`src/hw/rtl/hfpc_pkg.sv`:
```
// Shared types and constants for the hashed flow packet counter.
`timescale 1ns / 1ps
package hfpc_pkg;

  localparam int unsigned KEY_W = 64;
  localparam int unsigned CNT_W = 32;
  localparam int unsigned TOT_W = 14;
  localparam int unsigned STEP_W = 3;

  localparam logic [CNT_W-1:0] CNT_MAX = '1;
  localparam logic [TOT_W-1:0] TOT_MAX = '1;
  localparam logic [STEP_W-1:0] STEP_LAST = '1;

  typedef struct packed {
    logic             valid;
    logic [CNT_W-1:0] count;
    logic [KEY_W-1:0] key;
  } entry_t;

  localparam int unsigned ENTRY_W = $bits(entry_t);

  typedef struct packed {
    logic load;
    logic div_step;
    logic rd;
    logic clr;
    logic upd;
  } cmd_t;

  typedef struct packed {
    logic div_last;
    logic clr_last;
    logic out_free;
  } sts_t;

endpackage

```
`src/hw/rtl/hfpc_ctrl.sv`:
```
// Controller state machine: clear pass, remainder steps, row read and update.
`timescale 1ns / 1ps
module hfpc_ctrl
  import hfpc_pkg::*;
(
  input  logic clk_i,
  input  logic rst_ni,
  input  logic in_valid_i,
  output logic in_ready_o,
  input  sts_t sts_i,
  output cmd_t cmd_o
);

  typedef enum logic [2:0] {
    ST_CLR,
    ST_IDLE,
    ST_DIV,
    ST_RD,
    ST_WT,
    ST_UPD
  } state_e;

  state_e state_q, state_d;

  always_comb begin
    state_d = state_q;
    case (state_q)
      ST_CLR:  if (sts_i.clr_last) state_d = ST_IDLE;
      ST_IDLE: if (in_valid_i) state_d = ST_DIV;
      ST_DIV:  if (sts_i.div_last) state_d = ST_RD;
      ST_RD:   state_d = ST_WT;
      ST_WT:   state_d = ST_UPD;
      ST_UPD:  if (sts_i.out_free) state_d = ST_IDLE;
      default: state_d = ST_CLR;
    endcase
  end

  always_ff @(posedge clk_i or negedge rst_ni) begin
    if (!rst_ni) begin
      state_q <= ST_CLR;
    end else begin
      state_q <= state_d;
    end
  end

  assign in_ready_o    = (state_q == ST_IDLE);
  assign cmd_o.load     = (state_q == ST_IDLE) && in_valid_i;
  assign cmd_o.div_step = (state_q == ST_DIV);
  assign cmd_o.rd       = (state_q == ST_RD);
  assign cmd_o.clr      = (state_q == ST_CLR);
  assign cmd_o.upd      = (state_q == ST_UPD) && sts_i.out_free;

endmodule

```
`config.mk`:
```
export PLATFORM = sky130hd
export DESIGN_NAME = hfpc_ctrl
export DESIGN_NICKNAME = d
export VERILOG_FILES = /design/src/hw/rtl/hfpc_pkg.sv /design/src/hw/rtl/hfpc_ctrl.sv
export SDC_FILE = /design/constraint.sdc
export NUM_CORES = 1
export LEC_CHECK = 0
export BUFFER_PORTS_ARGS = -buffer_cell sky130_fd_sc_hd__buf_2
export CAP_MARGIN = 15
export CORE_AREA = 5 5 42 44
export CTS_CLUSTER_SIZE = 40
export DETAILED_ROUTE_END_ITERATION = 10
export DIE_AREA = 0 0 47 49
export GPL_TIMING_DRIVEN = 0
export RECOVER_POWER = 50
export SLEW_MARGIN = 20
export SYNTH_ARGS = -nofsm -noshare
export SYNTH_HDL_FRONTEND = slang
export SYNTH_SLANG_ARGS = --single-unit
```
`constraint.sdc`:
```
create_clock -name clk_i -period 1.7 [get_ports clk_i]
set_input_delay 0.085 -clock clk_i [delete_from_list [all_inputs] [get_ports clk_i]]
set_output_delay 0.085 -clock clk_i [all_outputs]
set_load 0.01 [all_outputs]
```
# [Word-level counts from Yosys, hierarchy flattened]
# Index checks and enable logic that the tools add are counted.
[word_totals] register_bits=3 in_bits=6 output_inout_bits=6 wordCells=19
[op_classes] n_eq_ne=9 n_mux=5 reduce_logical=4
[op_table] operator="one-hot mux 3 bit (6 select lines)" count=1
[op_table] operator="2-to-1 mux 3 bit" count=4
[op_table] operator="inequality test 2 bit (second input constant)" count=4
[op_table] operator="== test 3 x 2 -> 1 bit (second input constant)" count=2
[op_table] operator="== test 3 bit (second input constant)" count=2
[op_table] operator="AND reduction 4 bit" count=1
[op_table] operator="== test 3 x 1 -> 1 bit (second input constant)" count=1
[op_table] operator="zero test 3 bit" count=1
[op_table] operator="logical AND 1 bit" count=2

# [Logic depth before layout (Yosys ltp)]
[logic_depth] depth_word=3 ltp_mapped=4 ltp_nobuf=3

# [Worst setup path after synthesis]
# No wires, ideal clock.
[synth_timing] path_type="register to output" start="register state_q[1]" end="output cmd_o[4] in the netlist's numbering" t_arrival_ps=948 required_ps=1615 slack_ps=667 stages_incl_launch_ff=4 path_buffers=0 path_cell_list="dfrtp_1 -> and2b_1 -> nor2b_4 -> and2_1"
[synth_lines] element="from (decl)" line="hfpc_ctrl.sv:23" rtl="state_e state_q, state_d;"
[synth_lines] element="from (signal assigned)" line="hfpc_ctrl.sv:42" rtl="state_q <= state_d;"
[synth_lines] element="to (decl)" line="hfpc_ctrl.sv:11" rtl="output cmd_t cmd_o"

==> run_results.csv <==
group,metric,value,unit
status,outcome,"complete, no violations",
route,postRouteAntennaNets,0,
sta,setup_viol,0,
setup_path,crit_type,"flip-flop to output port",
placement,gp_congestion,0.595,
layout,largestRegisters,"state_q: 3 flops",
synthesis,synth_mux_area_share,0,%
global_routing,grt_max_degree,10,
layout,area_growth,50.9,%
route,viasPerCell,3.70,
cts,postCtsHoldBufs,1,
die,fp.dieArea,0.00230,sq mm
placement,place_hpwl,381,um
global_routing,gr-total-overflow,0,
sta,fmax,0.729,GHz
sta,worstMarginPinSlew,0.387,ns
route,wl_met2,224,um
placement,port_buffers,11,
synthesis,ys_seq_area_share,37.7,%
layout,fin_nets,45,
cts,cts_root_buffer,"clkbuf_4",
die,initial_core_util,14.2,%
cts,postCtsResizedCells,0,
cts,clk_pin_slew,0.04,ns
setup_path,max_stage_delay,0.44,ns
sta,hold_viol,0,
cts,cts_setup_buffers,0,
layout,post-route-util,21.4,%
sta,fin_worst_skew,0.00193,ns
route,firstDrtPassIters,2,
synthesis,syn_area_per_cell,9.04,sq um
route,drt_iter0_drc,1,
layout,layout_commonest_cell,"buf_2",
cts,insertion_delay,0.23,ns
route,vias,200,
setup_path,cpMaxStageDelayCell,"dfrtp_1",
cts,clock-sinks,3,
synthesis,synth_cell_types,16,
synthesis,synth_compound_area_share,15.1,%
power,pwr_density_cell,1670,mW/mm^2
layout,top_register,"state_q",
sta,slew_headroom,74.2,%
route,top_layer,"met3",
power,ir_drop,0.418,mV
layout,drive_gt1_share,39.5,%
route,met1_length,187,um
die,coreArea,0.00140,sq mm
global_routing,grt_pass1_wl,765,um
synthesis,syn_area,199,sq um
global_routing,antenna_found_initial,0,
sta,finalMaxSlewViolations,0,
synthesis,netlist_instances,22,
synthesis,syn_nets,28,
global_routing,grt_pass1_vias,192,
sta,period_share,80.7,%
power,leakagePower,0.159,nW
synthesis,synth_fa_ha_area_share,0,%
route,post_drt_wl_per_cell,8.67,um
die,die_h,49,um
cts,htree_levels,1,
setup_path,critPathCaptureType,"output port",
setup_path,crit_arrival,1.29,ns
die,fp.dieW,47,um
setup_path,r2r_slack,0.54,ns
sta,rsz0062_at_grt,"no",
synthesis,ys_ff_latch,3,
cts,cts_tree,"yes",
route,routed_wl,468,um
setup_path,path_max_fanout,8,
cts,clk_path_buf_depth,2,
synthesis,synth_top_family_by_area,"simple AND/OR/NAND/NOR gates",
synthesis,synthSimpleGateAreaFrac,39.6,%
global_routing,gr-usage-all-layers,5.01,%
setup_path,path_cells,"and2b_1, nor2b_4, and2_1, buf_2",
sta,totalNegativeSetupSlack,0,ns
route,drc,0,
setup_path,critPathRequiredTime,1.62,ns
synthesis,ys_warn_count,0,
placement,dp_slack,0.576,ns
layout,layout_common_cells,"10 x buf_2, 3 x clkbuf_1, 3 x a21oi_1, 3 x clkbuf_4, 3 x dfrtp_1",
setup_path,worst_setup_path_start_kind,"flip-flop",
route,met3_length,56,um
die,row_count,14,
min_path,hp-class,"input pin to flip-flop",
job,cap_violations,0,
sta,min_period,1.37,ns
cts,numCtsBuffers,3,
die,ios,12,
layout,largest_register_ffs,3,
sta,fin_ws,0.328,ns
synthesis,yosys.area_share.xor_xnor,0,%
layout,diodes,0,
-- cell type report --
type / instances / area (sq um)
multi-input cells: 16 / 104
clock buffers: 4 / 26.3
well taps: 16 / 20.0
fillers: 176 / 1100
plain buffers: 1 / 3.75
flip-flops and latches: 3 / 75.1
inverters: 2 / 7.51
repair buffers: 12 / 63.8
-- layer usage --
| metal | track usage, % | vias to the layer above |
|---|---|---|
| li1 | - | 108 |
| met1 | 5.08 | 86 |
| met2 | 6.56 | 6 |
| met3 | 4.80 | 0 |
| met4 | 2.76 | 0 |
| met5 | 0 | - |
-- kinds of logic (layout without fill, tap and decap cells) --
kind of cell           Yosys count  in the layout
and+or+nand+nor                 11             11
AOI/OAI and AO/OA                5              5
DFF                              3              3
buffers and inverters            3             19
-- critical path: cells and delay by family (launching register included) --
family	cells	cell delay, ns
simple gates	3	0.50
flops	1	0.44
buf+inv	1	0.13
-- synth_stat cells (all sizes together) --
cell type,instances,area share [%]
a21oi,3,7.5
a31o,1,4.4
and2,1,3.1
and2b,1,3.8
and3,1,3.1
and3b,1,4.4
buf,1,3.8
dfrtp,3,38
inv,2,3.8
nand2,1,1.9
nor2,1,1.9
nor2b,2,10
nor3,2,5.0
nor3b,1,6.3
o22ai,1,3.1
-- per-stage QoR --
step / hold slack, ns / power [mW] / cell area, sq um / instances
floorplan: -0.211 / 0.314 / 199 / 22
global placement: -0.118 / 0.394 / 274 / 49
detailed placement: -0.114 / 0.397 / 274 / 49
CTS: 0.140 / 0.529 / 310 / 54
global route: 0.176 / 0.563 / 300 / 54
finish: 0.139 / 0.501 / 300 / 54
-- worst paths after layout --
check                            from          to  cells past startpoint
setup reg to reg           state_q[2]  state_q[0]                      4
setup / recovery           state_q[0]    cmd_o[4]                      4
hold / removal             in_valid_i  state_q[1]                      3
min in group asynchronous      rst_ni  state_q[0]                      2
hold reg to reg            state_q[1]  state_q[0]                      1
max in group asynchronous      rst_ni  state_q[1]                      2
-- power by group --
part / internal (mW) / switching [mW] / total (mW) / leakage, nW
clock network: 0.0878 / 0.0348 / 0.123 / 0.0150
logic: 0.123 / 0.120 / 0.244 / 0.106
registers: 0.101 / 0.0336 / 0.135 / 0.0380
total: 0.312 / 0.189 / 0.501 / 0.159
No activity file was read; power rests on OpenSTA's default activity.
