--- src/hw/rtl/hfpc_ram.sv ---
// Generic simple dual-port RAM with registered read data.
`timescale 1ns / 1ps
module hfpc_ram #(
  parameter int unsigned WIDTH = 8,
  parameter int unsigned DEPTH = 16
) (
  input  logic                     clk_i,
  input  logic                     we_i,
  input  logic [$clog2(DEPTH)-1:0] waddr_i,
  input  logic [WIDTH-1:0]         wdata_i,
  input  logic                     re_i,
  input  logic [$clog2(DEPTH)-1:0] raddr_i,
  output logic [WIDTH-1:0]         rdata_o
);

  logic [WIDTH-1:0] mem_q [DEPTH];
  logic [WIDTH-1:0] rdata_q;

  always_ff @(posedge clk_i) begin
    if (we_i) begin
      mem_q[waddr_i] <= wdata_i;
    end
    if (re_i) begin
      rdata_q <= mem_q[raddr_i];
    end
  end

  assign rdata_o = rdata_q;

endmodule

--- config.mk ---
export PLATFORM = sky130hd
export DESIGN_NAME = hfpc_ram
export DESIGN_NICKNAME = d
export VERILOG_FILES = /design/src/hw/rtl/hfpc_ram.sv
export SDC_FILE = /design/constraint.sdc
export NUM_CORES = 1
export LEC_CHECK = 0
export ABC_AREA = 1
export BUFFER_PORTS_ARGS = -buffer_cell sky130_fd_sc_hd__clkbuf_2
export CAP_MARGIN = 30
export CORE_MARGIN = 2
export CORE_UTILIZATION = 41
export CTS_BUF_LIST = sky130_fd_sc_hd__clkbuf_4 sky130_fd_sc_hd__clkbuf_8
export CTS_CLUSTER_SIZE = 24
export DETAILED_ROUTE_END_ITERATION = 8
export HOLD_SLACK_MARGIN = 0.1
export PLACE_DENSITY = 0.64
export SLEW_MARGIN = 20
export SYNTH_ARGS = -nofsm -noshare
export SYNTH_HDL_FRONTEND = slang
export SYNTH_SLANG_ARGS = --single-unit
--- constraint.sdc ---
create_clock -name clk_i -period 1.9 [get_ports clk_i]
set_input_delay 0.285 -clock clk_i [delete_from_list [all_inputs] [get_ports clk_i]]
set_output_delay 0.285 -clock clk_i [all_outputs]
set_load 0.02 [all_outputs]
# Word level (Yosys, flattened, before mapping)
# Memory sizes are Yosys's and may differ from the RTL's. A register that Yosys moved wholly into a read port is not among the register bits.
# Cells that the tools add are included.
# W data, S select, Z words.
# totals
reg_bits	0
latchBits	0
ramBits	128
rom_bits	0
input_bits	19
out_inout_bits	8
elab_cells	3
n_memories	1
# mem_list
memory	depth	word_bits	rd	rd_clocked_by_memory_dff	wr	line_no	source
mem_q	16	8	1	1	1	16	logic [WIDTH-1:0] mem_q [DEPTH];
# op_classes
n_addsub	0
multipliers	0
n_div	0
order_cmp	0
n_eq_ne	0
n_shift	0
n_mux	2
bitwise_logic	0
n_reduce_logical	0
# op_table
operator	n
$mux W1	2

# Longest topological paths before layout
# Gate-level depths: netlist (run 1).
# logic_depth
word_depth	2
mapped_depth	8
depth_no_buf	7

# Worst setup path after synthesis (run 1)
# No wires, ideal clock.
# synth_timing
path_kind	input-to-reg
from	input waddr_i[2]
to	memory mem_q[10][0] (enable)
setup_ps	370
arrival_ps	866
required_time_ps	1530
slack_ps	664
cell_stages	2
n_path_buf	0
path_cell_list	nand3b_1 > nor2_1
# synth_lines
element	line_no	source
from (decl)	9	input logic [$clog2(DEPTH)-1:0] waddr_i,
to (decl)	16	
# No word-level cell before the write port.

# Final worst setup path (run 1)
# layout_timing
from	register rdata_q[6] (netlist: rdata_o[6]), read port of mem_q
to	output rdata_o[6]
# layout_lines
element	line_no	source
from (decl)	17	logic [WIDTH-1:0] rdata_q;
to (decl)	13	output logic [WIDTH-1:0] rdata_o
# No word-level cell between the ends.

==> out/metrics.yaml, run 1 <==
clock_network:
  post_cts_resized: 0
  clk_latency_ps: 440
  clk_pin_slew_ps: 80
  clock-root-buffer: "clkbuf_8"
  clock_sinks: 136
  clock_path_buffers: 2
  ctsHoldBuffers: 0
  cts-htree-levels: 4
  numCtsBuffers: 17
  post_cts_buffers: 0
  tritoncts: "built"
worst_hold_path:
  min_path_type: "in2reg"
worst_setup_path:
  cp-start-kind: "register"
  crit_family: "flip-flops"
  end_kind: "output port"
  critPathBufInv: 1
  cp_cell_sequence: "clkbuf_2"
  path_class: "reg2out"
  slowest_delay_ps: 430
  critical_path_arrival_ps: 1050
  required_ps: 1620
  crit_path_top_delay_cell: "edfxtp_1"
  path_max_fanout: 1
floorplan:
  die_area_sq_mm: 0.0152
  start_util_pct: 42.1
  rows: 43
  ios: 27
  coreArea_sq_mm: 0.0139
  die-width_um: 123
  fp.dieH_um: 123
sta:
  fmax_mhz: 750
  setup_viol: 0
  setup-tns-final_ps: 0
  slew_headroom_pct: 58.7
  fin_hold_ws_ps: 256
  hold_viol: 0
  fin_crit_ps: 1330
  maxSlewViolCount: 0
  worst_pin_slew_ps: 619
  setup_slack_ps: 567
  period_share_pct: 70.2
  clock_skew_ps: 8.01
  rsz0062_at_grt: "false"
layout:
  multiInputGateArea_sq_mm: 0.00121
  nNetsFinal: 613
  seqCellArea_sq_mm: 0.00408
  antennaDiodeCount: 0
  drive_above_1_share_pct: 13.2
  num-fill-cells: 1269
  areaGrowthSynthToFinish_pct: 13.0
  final_util_pct: 47.6
global_route:
  grt_max_degree: 65
  gr-usage-all-layers_pct: 18.0
  overflow: 0
  grt_pass1_wl_um: 20000
  antenna_found_initial: 0
  grt_pass1_vias: 3674
power:
  ir_worst_vdd_v: 0.000401
  total_power_mw: 6.06
  p_leak_nw: 2.84
  p_per_area_mw_per_mm2: 918
logic_synthesis:
  syn_area_sq_mm: 0.00585
  synth_seq_cells: 136
  netlist_instances: 551
  syn_area_per_cell_sq_um: 10.6
  yosysWarningCount: 0
  synth_seq_area_share_pct: 69.8
  ys_top_cells_by_area: "edfxtp_1 70%, nand2_1 11%, nand3_1 8.3%"
  yosysTopAreaCell: "edfxtp_1"
  synth.distinct_cells: 11
  synth_fp_nets: 570
  synth_top_area_share_pct: 69.8
flow_run:
  drv_cap: 0
detailed_routing:
  post_drt_via_cell_ratio: 4.81
  wl_per_cell_um: 15.9
  vias: 3781
  final_antenna_net_count: 0
  dr.pass1.iters: 6
  drt_iter0_drc: 400
  drc: 0
  drt-total-wl_um: 12500
place:
  dp_slack_ps: 410
  hpwlAfterDp_um: 7750
  gp_congestion: 0.806
  io_buffers: 26
run_status:
  status: "complete, no violations"
## synth_stat cells
cell type	number
nand2_1	173
edfxtp_1	136
inv_1	100
nand3_1	97
nor2_1	17
buf_2	13
buf_6	6
buf_4	4
inv_2	2
nand3b_1	2
buf_1	1
## final timing paths
kind	cells after the start	slack (ps)	to	start
max	1	570	rdata_o[6]	rdata_o[6]$_DFFE_PP_
min	1	260	rdata_o[5]$_DFFE_PP_	re_i
max reg2reg	6	810	rdata_o[3]$_DFFE_PP_	mem_q[13][3]$_DFFE_PP_
min reg2reg	6	740	rdata_o[6]$_DFFE_PP_	mem_q[11][6]$_DFFE_PP_
## flip-flops by register name (all words and copies together), names as in the netlist
signal,count
mem_q,128
rdata_o,8
## cell type report
cell class / count / share of cell area [%]
Clock buffer: 19 / 3.77
Timing Repair Buffer: 48 / 4.85
Sequential cell: 136 / 61.8
Tap cell: 180 / 3.41
Multi-Input combinational cell: 289 / 18.4
Inverter: 102 / 5.80
Clock inverter: 12 / 1.97
## through the flow
step / cell area [sq um] / instances
6_report: 6610 / 786
5_1_grt: 6610 / 786
4_1_cts: 6610 / 786
3_5_place_dp: 6230 / 755
3_3_place_gp: 6230 / 755
2_1_floorplan: 5850 / 551
## power by group
group | leakage, nW | internal, mW | switching (mW)
Combinational | 1.42 | 0.120 | 0.287
Clock | 0.182 | 1.18 | 1.08
Sequential | 1.24 | 3.38 | 0.0200
Total | 2.84 | 4.68 | 1.38
## routing by layer
| layer | share of wire (%) | global-route usage, % | vias to the layer above | wire, um |
|---|---|---|---|---|
| li1 | - | - | 1861 | - |
| met1 | 46 | 24.3 | 1791 | 5680 |
| met2 | 48 | 28.3 | 110 | 6030 |
| met3 | 4.6 | 3.97 | 19 | 569 |
| met4 | 1.6 | 6.96 | 0 | 204 |
| met5 | 0 | 0 | - | 0 |
## kinds of logic after synthesis
family / synth area share (%)
AND/OR/NAND/NOR: 20.8
flip-flops: 69.8
buffers and inverters: 9.39
## placed cells by master, fill, tap and decap left out
cell	n
buf_12	2
buf_4	20
bufinv_16	2
clkbuf_2	26
clkbuf_4	2
clkbuf_8	17
clkinv_1	1
clkinv_2	2
clkinv_4	3
clkinvlp_4	4
edfxtp_1	136
inv_1	100
inv_2	2
nand2_1	173
nand3_1	97
nand3b_1	2
nor2_1	17
Note: power is estimated with default switching activity, not from simulation.
==> run 2, diff against run 1 <==
--- a/config.mk
+++ b/config.mk
@@ -14,7 +14,7 @@
 export CTS_CLUSTER_SIZE = 24
 export DETAILED_ROUTE_END_ITERATION = 8
 export HOLD_SLACK_MARGIN = 0.1
-export PLACE_DENSITY = 0.64
+export PLACE_DENSITY = 0.66
 export SLEW_MARGIN = 20
 export SYNTH_ARGS = -nofsm -noshare
 export SYNTH_HDL_FRONTEND = slang
==> constraint.sdc (replaced) <==
create_clock -name clk_i -period 1.1 [get_ports clk_i]
set_input_delay 0.165 -clock clk_i [delete_from_list [all_inputs] [get_ports clk_i]]
set_output_delay 0.165 -clock clk_i [all_outputs]
set_load 0.02 [all_outputs]
==> run 2 against run 1 <==
  * Largest cell class unchanged
  * Highest routed layer unchanged
  * The flow now finishes with violations (negative setup slack)
  * Combinational power up 120%
  * Register-to-register slack worse by 810 ps
  * Via count up 3.1%
==> out/metrics.yaml, run 2 (synthesis results as in run 1) <==
detailed_routing:
  route.met2.wl_um: 6170
  drt-total-wl_um: 13000
  vias: 3897
  wl_met3_um: 820
  post_drt_via_cell_ratio: 4.88
  drc: 0
  drt-met1-wl_um: 5520
  drt_iter0_drc: 475
  dr.pass1.iters: 5
  highest_layer: "met4"
  final_antenna_net_count: 0
  wl_per_cell_um: 16.2
worst_setup_path:
  path_class: "reg2out"
  critPathBufInv: 1
  cp-start-kind: "register"
  cp_cell_sequence: "buf_6"
  crit_path_top_delay_cell: "edfxtp_1"
  required_ps: 940
  slowest_delay_ps: 400
  critical_path_arrival_ps: 990
  end_kind: "output port"
  r2r_start: "mem_q[1][0]$_DFFE_PP_"
  crit_family: "flip-flops"
  path_max_fanout: 1
  r2r_cells: 6
  r2r_end: "rdata_o[0]$_DFFE_PP_"
  reg2reg_slack_ps: 0
power:
  p_per_area_mw_per_mm2: 1510
  p_leak_nw: 3.03
  ir_worst_vdd_v: 0.000934
run_status:
  violations: "negative setup slack"
  status: "finished with violations"
layout:
  antennaDiodeCount: 0
  final_util_pct: 50.6
  drive_above_1_share_pct: 23.1
  nNetsFinal: 625
  largest_reg_flops: 128
  mostFrequentLayoutCells: "166 x nand2_1, 136 x edfxtp_1, 100 x inv_1, 51 x nand3_1, 45 x nand3_2"
  final_common_cell: "nand2_1"
  areaGrowthSynthToFinish_pct: 20.1
  design_area_sq_mm: 0.00702
  regMostFlops: "mem_q"
sta:
  setup-tns-final_ps: -293
  setup_slack_ps: -59.7
  rsz0062_at_grt: "true"
  setup_viol: 10
  fin_crit_ps: 1160
  clock_skew_ps: 9.38
  maxSlewViolCount: 0
  slew_headroom_pct: 70.5
  fin_hold_ws_ps: 181
  hold_viol: 0
  fmax_mhz: 862
  worst_pin_slew_ps: 443
  period_share_pct: 105
floorplan:
  rows: 43
  start_util_pct: 42.1
  die_area_sq_mm: 0.0152
  ios: 27
  fp.dieH_um: 123
  die-width_um: 123
  coreArea_sq_mm: 0.0139
clock_network:
  numCtsBuffers: 17
  clk_pin_slew_ps: 80
  tritoncts: "built"
  post_cts_buffers: 0
  clock_sinks: 136
  clock_path_buffers: 2
  clk_latency_ps: 440
  cts-htree-levels: 4
  clock-root-buffer: "clkbuf_8"
place:
  placed_area_sq_mm: 0.00635
  gp_congestion: 0.810
  hpwlAfterDp_um: 8300
  io_buffers: 26
global_route:
  grt_pass1_vias: 3740
  gr-usage-all-layers_pct: 17.8
  overflow: 0
  antenna_found_initial: 0
  grt_pass1_wl_um: 19500
  grt_max_degree: 40
worst_hold_path:
  hold-path-endpoint: "mem_q[15][2]$_DFFE_PP_"
  hold_depth: 1
  hp-start: "wdata_i[2]"
  min_path_type: "in2reg"
flow_run:
  drv_cap: 0
## run 2: cell type report
class                   instances  area, sq um
well taps                     180          225
fillers                      1221         6860
clock inverters                11          108
repair buffers                 60          494
multi-input cells             289         1470
inverters                     102          383
flip-flops and latches        136         4080
clock buffers                  20          256
## run 2: worst max path at each step
| stage | from | endpoint | slack [ps] | cells past startpoint |
|---|---|---|---|---|
| 2_1_floorplan | waddr_i[3] | mem_q[4][0]$_DFFE_PP_ | -20 | 2 |
| 4_1_cts | rdata_o[1]$_DFFE_PP_ | rdata_o[1] | -100 | 1 |
| 6_report | rdata_o[1]$_DFFE_PP_ | rdata_o[1] | -60 | 1 |
| 5_1_grt | rdata_o[1]$_DFFE_PP_ | rdata_o[1] | -110 | 1 |
| 3_3_place_gp | raddr_i[0] | rdata_o[0]$_DFFE_PP_ | -260 | 8 |
| 3_5_place_dp | raddr_i[0] | rdata_o[0]$_DFFE_PP_ | -260 | 8 |
## run 2: routing by layer
| layer | global-route usage (%) | up-vias |
|---|---|---|
| met5 | 0 | - |
| met4 | 9.30 | 0 |
| met3 | 4.24 | 29 |
| met2 | 27.5 | 151 |
| met1 | 23.5 | 1832 |
| li1 | - | 1885 |
## run 2: timing repair
| item | in CTS | in global routing |
|---|---|---|
| pin swaps | 1 | 23 |
| hold buffers | 1 | 0 |
| hold endpoints to repair | 8 | 0 |
| setup endpoints to repair | 15 | 16 |
| gates resized for setup | 15 | 61 |
## run 2: through the flow
| step | std cells | power (mW) | setup slack (ps) |
|---|---|---|---|
| after floorplan | 551 | 6.41 | -15.8 |
| after CTS | 798 | 10.5 | -96.7 |
| after global routing | 798 | 10.9 | -108 |
| final | 798 | 10.6 | -59.7 |
| after global placement | 766 | 6.74 | -256 |
| after detailed placement | 766 | 6.75 | -256 |
## run 2: power by group
part	internal, mW	total [mW]	switching, mW	leakage (nW)
clock network	2.03	3.82	1.78	0.187
registers	5.83	5.87	0.0316	1.24
logic	0.308	0.894	0.586	1.61
total	8.18	10.6	2.40	3.03
